`config.mk`:
```
export PLATFORM = sky130hd
export DESIGN_NAME = bsfs_ctrl
export DESIGN_NICKNAME = d
export VERILOG_FILES = /design/src/rtl/bsfs_pkg.sv /design/src/rtl/bsfs_ctrl.sv
export SDC_FILE = /design/constraint.sdc
export NUM_CORES = 1
export LEC_CHECK = 0
export BUFFER_PORTS_ARGS = -buffer_cell sky130_fd_sc_hd__clkbuf_2
export CAP_MARGIN = 20
export CORE_AREA = 2 2 39 41
export DETAILED_ROUTE_END_ITERATION = 7
export DIE_AREA = 0 0 41 43
export GPL_TIMING_DRIVEN = 0
export PLACE_DENSITY = 0.46
export SLEW_MARGIN = 15
export SYNTH_ARGS = -nofsm -noshare
export SYNTH_HDL_FRONTEND = slang
export SYNTH_SLANG_ARGS = --single-unit
export TNS_END_PERCENT = 50
```
`constraint.sdc`:
```
create_clock -name clk -period 0.9 [get_ports clk]
set_input_delay 0.09 -clock clk [delete_from_list [all_inputs] [get_ports clk]]
set_output_delay 0.09 -clock clk [all_outputs]
set_load 0.03 [all_outputs]
```
`src/rtl/bsfs_pkg.sv`:
```
// Shared types, constants and register indexes for the balance feedback step.
package bsfs_pkg;

	localparam int unsigned CFG_IDX_W = 8;
	localparam int unsigned CFG_DATA_W = 16;

	localparam logic [CFG_IDX_W-1:0] REG_GAIN_RATE = 8'd0;
	localparam logic [CFG_IDX_W-1:0] REG_GAIN_RATE_INT = 8'd1;
	localparam logic [CFG_IDX_W-1:0] REG_GAIN_SPEED = 8'd2;
	localparam logic [CFG_IDX_W-1:0] REG_GAIN_POSITION = 8'd3;
	localparam logic [CFG_IDX_W-1:0] REG_GAIN_COMMAND = 8'd4;
	localparam logic [CFG_IDX_W-1:0] REG_RATE_ZERO = 8'd5;
	localparam logic [CFG_IDX_W-1:0] REG_ACCEL_ZERO = 8'd6;
	localparam logic [CFG_IDX_W-1:0] REG_ACCEL_WEIGHT = 8'd7;

	localparam logic signed [31:0] POLY_C0 = 32'sd78355;
	localparam logic signed [31:0] POLY_C1 = 32'sd508;
	// The divisor 1416 is 8 * 177; this is ceil(2^24 / 177).
	localparam logic [33:0] DIV_RECIP = 34'd94787;
	localparam logic [9:0] TILT_LOW = 10'd156;
	localparam logic [9:0] TILT_HIGH = 10'd623;
	localparam logic signed [15:0] TILT_BAD = 16'sd30000;
	localparam logic signed [31:0] PHI_LOW = 32'sd1500 - 32'sd20550;
	localparam logic signed [31:0] PHI_HIGH = 32'sd1500 + 32'sd20550;

	typedef enum logic [3:0] {
		ST_IDLE,
		ST_SQ,
		ST_DIV,
		ST_CUBE,
		ST_M0,
		ST_M1,
		ST_M2,
		ST_M3,
		ST_M4,
		ST_FUSE1,
		ST_FUSE2,
		ST_FINISH,
		ST_OUT
	} state_t;

	// Datapath step commands.
	typedef enum logic [3:0] {
		OP_NONE,
		OP_LOAD,
		OP_SQ,
		OP_DIV,
		OP_CUBE,
		OP_M0,
		OP_M1,
		OP_M2,
		OP_M3,
		OP_M4,
		OP_FUSE1,
		OP_FUSE2,
		OP_FINISH
	} op_t;

	typedef struct packed {
		op_t op;
		logic div_start;
	} cmd_t;

	typedef struct packed {
		logic div_busy;
	} status_t;

endpackage

```
`src/rtl/bsfs_ctrl.sv`:
```
// Controller: steps one word through the datapath and holds the result word.
module bsfs_ctrl
	import bsfs_pkg::*;
(
	input  logic clk,
	input  logic arst_n,
	input  logic in_valid,
	input  logic out_ready,
	input  status_t status,
	output cmd_t cmd,
	output logic out_valid
);
	state_t state_q;
	state_t state_d;

	always_ff @(posedge clk or negedge arst_n) begin
		if (!arst_n) begin
			state_q <= ST_IDLE;
		end else begin
			state_q <= state_d;
		end
	end

	always_comb begin
		state_d = state_q;
		cmd.op = OP_NONE;
		cmd.div_start = 1'b0;
		out_valid = 1'b0;
		case (state_q)
			ST_IDLE: begin
				if (in_valid) begin
					cmd.op = OP_LOAD;
					state_d = ST_SQ;
				end
			end
			ST_SQ: begin
				cmd.op = OP_SQ;
				state_d = ST_DIV;
			end
			ST_DIV: begin
				cmd.op = OP_DIV;
				cmd.div_start = 1'b1;
				state_d = ST_CUBE;
			end
			ST_CUBE: begin
				if (!status.div_busy) begin
					cmd.op = OP_CUBE;
					state_d = ST_M0;
				end
			end
			ST_M0: begin
				cmd.op = OP_M0;
				state_d = ST_M1;
			end
			ST_M1: begin
				cmd.op = OP_M1;
				state_d = ST_M2;
			end
			ST_M2: begin
				cmd.op = OP_M2;
				state_d = ST_M3;
			end
			ST_M3: begin
				cmd.op = OP_M3;
				state_d = ST_M4;
			end
			ST_M4: begin
				cmd.op = OP_M4;
				state_d = ST_FUSE1;
			end
			ST_FUSE1: begin
				cmd.op = OP_FUSE1;
				state_d = ST_FUSE2;
			end
			ST_FUSE2: begin
				cmd.op = OP_FUSE2;
				state_d = ST_FINISH;
			end
			ST_FINISH: begin
				cmd.op = OP_FINISH;
				state_d = ST_OUT;
			end
			ST_OUT: begin
				out_valid = 1'b1;
				if (out_ready) begin
					state_d = ST_IDLE;
				end
			end
			default: state_d = ST_IDLE;
		endcase
	end
endmodule

```
; ---- Word-level counts from Yosys, hierarchy flattened
; Index checks and enable logic that the tools add are counted.
[word_totals]
reg_bits = 4
inputBits = 5
output_inout_bits = 6
elab_cells = 27
[op_classes]
eq_ne = 15
n_mux = 9
n_reduce_logical = 2
[op_table]
columns = operator, count
row1 = 4-bit case mux with 13 select lines, 1
row2 = 4-bit case mux with 12 select lines, 1
row3 = 4-bit equality test (second input constant), 5
row4 = 4-bit by 3-bit equality test with 1-bit output (second input constant), 4
row5 = 4-bit two-way mux, 3
row6 = 4-bit by 2-bit equality test with 1-bit output (second input constant), 2
row7 = 2-bit != test (second input constant), 3
row8 = 4-bit by 1-bit equality test with 1-bit output (second input constant), 1
row9 = 4-bit logical NOT, 1
row10 = 1-bit two-way mux, 3
row11 = 3-bit two-way mux, 1
row12 = 3-bit AND reduction, 1

; ---- Longest topological paths before layout
[depth]
depth_word = 3
ltp_mapped = 5

; ---- Worst setup path after synthesis
; No wires, ideal clock.
[synth_path]
path_type = flip-flop to output port
from = register state_q[2]
to = output port cmd[1] (netlist bit)
t_arrival_ns = 1.414
path_stages_with_launch = 3
path_buffers = 1
path_slack_ns = -0.604
required_time_ns = 0.810
cell_sequence = dfrtp_1 > buf_2 > a221oi_1
[synth_rtl]
columns = item, line_no
row1 = from (decl), bsfs_ctrl.sv:13  ; state_t state_q;
row2 = from (signal assigned), bsfs_ctrl.sv:20  ; state_q <= state_d;
row3 = to (decl), bsfs_ctrl.sv:10  ; output cmd_t cmd,

==> flow_metrics.tcl <==
set metrics [dict create \
    power.density_mw_per_mm2 4530 \
    largest_reg_flops 4 \
    slew_headroom_pct 86.8 \
    period_needed_ns 1.41 \
    drtAntennaViolNets 0 \
    worstSkewPairLatency_ns 0.24 \
    core-area_mm2 0.00138 \
    drive_gt1_share_pct 65.0 \
    status "finished with violations" \
    die_width_um 41 \
    crit_type "flop to primary output" \
    grt_max_degree 10 \
    grt_use_total_pct 14.5 \
    path_buf_inv 2 \
    post_dp_cell_area_um2 445 \
    finalSetupViolCount 10 \
    reg2regPathDepth 4 \
    cts.path.max_buffers 2 \
    placedCellCount 64 \
    post-place-ws_ns -0.338 \
    grt_pass1_vias 335 \
    vias 368 \
    htreeDepth 1 \
    num_rows 14 \
    yosys_register_bits 4 \
    final_cells 76 \
    seq_area_frac_synth_pct 30.8 \
    gr-total-overflow 0 \
    antenna_found_initial 0 \
    synth_nets 43 \
    startpoint_type "flop" \
    violations "negative setup slack" \
    final-max-slew-violation-count 0 \
    utilization_pct 49.6 \
    cp_max_fo 7 \
    layout_commonest_cell "buf_4" \
    synth_cell_types 24 \
    critPathMaxStageDelay_ns 0.44 \
    pin_count 11 \
    slowest_stage "dfrtp_2" \
    final_cell_area_um2 687 \
    cellLeakagePower_nw 0.297 \
    setup_ws_ns -0.509 \
    grt_pass1_wl_um 1540 \
    clk_pin_slew_worst_paths_ns 0.04 \
    critical_path_cell_count 3 \
    fmax_ghz 0.710 \
    ir_worst_vdd_uv 2490 \
    min_path_type "input pin to async pin" \
    synthesis.area_um2 325 \
    worst_pin_slew_ns 0.197 \
    root_buffer "clkbuf_4" \
    drv_cap 0 \
    dieArea_mm2 0.00176 \
    syn_inst 38 \
    totalWireLength_um 982 \
    arrival_ns 1.32 \
    path_delay_family "flip-flops" \
    wl_per_cell_um 12.9 \
    die_y_um 43 \
    initial_core_util_pct 23.5 \
    finalHoldViolations 0 \
    firstDrtPassIters 3 \
    async_flop_share_pct 100 \
    final_cell_mix "8 x buf_4, 5 x buf_8, 4 x clkbuf_2" \
    num_antenna_cells 0 \
    io_buffers 10 \
    cp_cell_sequence "buf_8 > nor4b_4 > clkbuf_8" \
    rsz0062_at_grt "yes" \
    numCtsBuffers 3 \
    end_kind "primary output" \
    finalNetCount 67 \
    regMostFlops "state_q" \
    ys.warnings.count 0 \
    routabilityCongestion 0.702 \
    finalCritPeriodShare_pct 157 \
    clock-sinks 4 \
    finClkSkew_ns 0.00547 \
    drtIter0Drc 11 \
    vias_per_cell 4.84 \
    cts_tree "built" \
    top_regs "state_q: 4 flops" \
    syn_avg_cell_area_um2 8.56 \
    ys_dominant_reg_cell "dfrtp_1" \
    layout-area-overhead-vs-synth_pct 111 \
    dp.final_hpwl_um 553 \
    required_ns 0.81 \
    synth_edf_count 0 \
    drc 0 \
]
## what timing repair did
item	CTS	global route
pin swaps	4	2
hold buffers	1	0
setup buffers	9	0
endpoints found under the hold margin	4	0
gates cloned	1	0
endpoints found under the setup margin	10	10
resized for setup	24	9
## cell type report
| cell class | instances | area [um2] |
|---|---|---|
| tap | 16 | 20.0 |
| buffer | 4 | 52.6 |
| multi-input combinational | 27 | 258 |
| sequential | 4 | 103 |
| fill | 136 | 697 |
| inverter | 1 | 11.3 |
| clock buffer | 3 | 22.5 |
| timing repair buffer | 21 | 220 |
## synthesized netlist by cell type (2+ instances only)
cell type / instances / area, um2
o21ai_1: 2 / 10.0
buf_4: 3 / 22.5
a21oi_1: 3 / 15.0
dfrtp_1: 4 / 100
nor3_1: 2 / 10.0
o21ai_0: 2 / 10.0
nand2b_1: 2 / 12.5
buf_2: 2 / 10.0
nor2_1: 3 / 11.3
## kinds of logic (layout without fill, tap and decap cells)
group | Yosys count | after routing | share of synthesized area, %
AO/OA/AOI/OAI | 13 | 13 | 28.5
AND/OR/NAND/NOR | 13 | 13 | 23.5
buffers and inverters | 7 | 29 | 14.6
flip-flops | 4 | 4 | 30.8
XOR/XNOR | 1 | 1 | 2.69
## routing by layer
metal  global-route usage (%)  up-vias  part of all wire [%]
li1                         -      181                     -
met1                     17.6      172                    41
met2                     18.8       11                    51
met3                     3.14        4                   3.1
met4                     16.0        0                   5.2
met5                        0        -                     0
## metrics by stage
step / hold slack, ns / power, mW / setup TNS, ns
floorplan: -0.206 / 1.69 / -1.14
global placement: -0.101 / 1.99 / -2.50
detailed placement: -0.100 / 1.98 / -2.34
CTS: 0.191 / 2.93 / -3.59
global route: 0.196 / 3.28 / -4.13
finish: 0.179 / 3.11 / -3.67
## path summary, 6_finish.rpt
path	to	slack, ns	from
setup / recovery	cmd[0]	-0.51	state_q[0]
hold / removal	state_q[1]	0.18	arst_n
setup reg to reg	state_q[1]	-0.26	state_q[0]
hold reg to reg	state_q[0]	0.69	state_q[3]
max in group asynchronous	state_q[2]	0.58	arst_n
min in group clk	state_q[3]	0.20	out_ready
## power breakdown
part	switching, mW	internal (mW)	leakage [nW]
clock network	0.0847	0.150	0.0138
logic	1.16	1.33	0.237
registers	0.107	0.275	0.0462
total	1.35	1.76	0.297
Power figures use the tool's default switching activity.
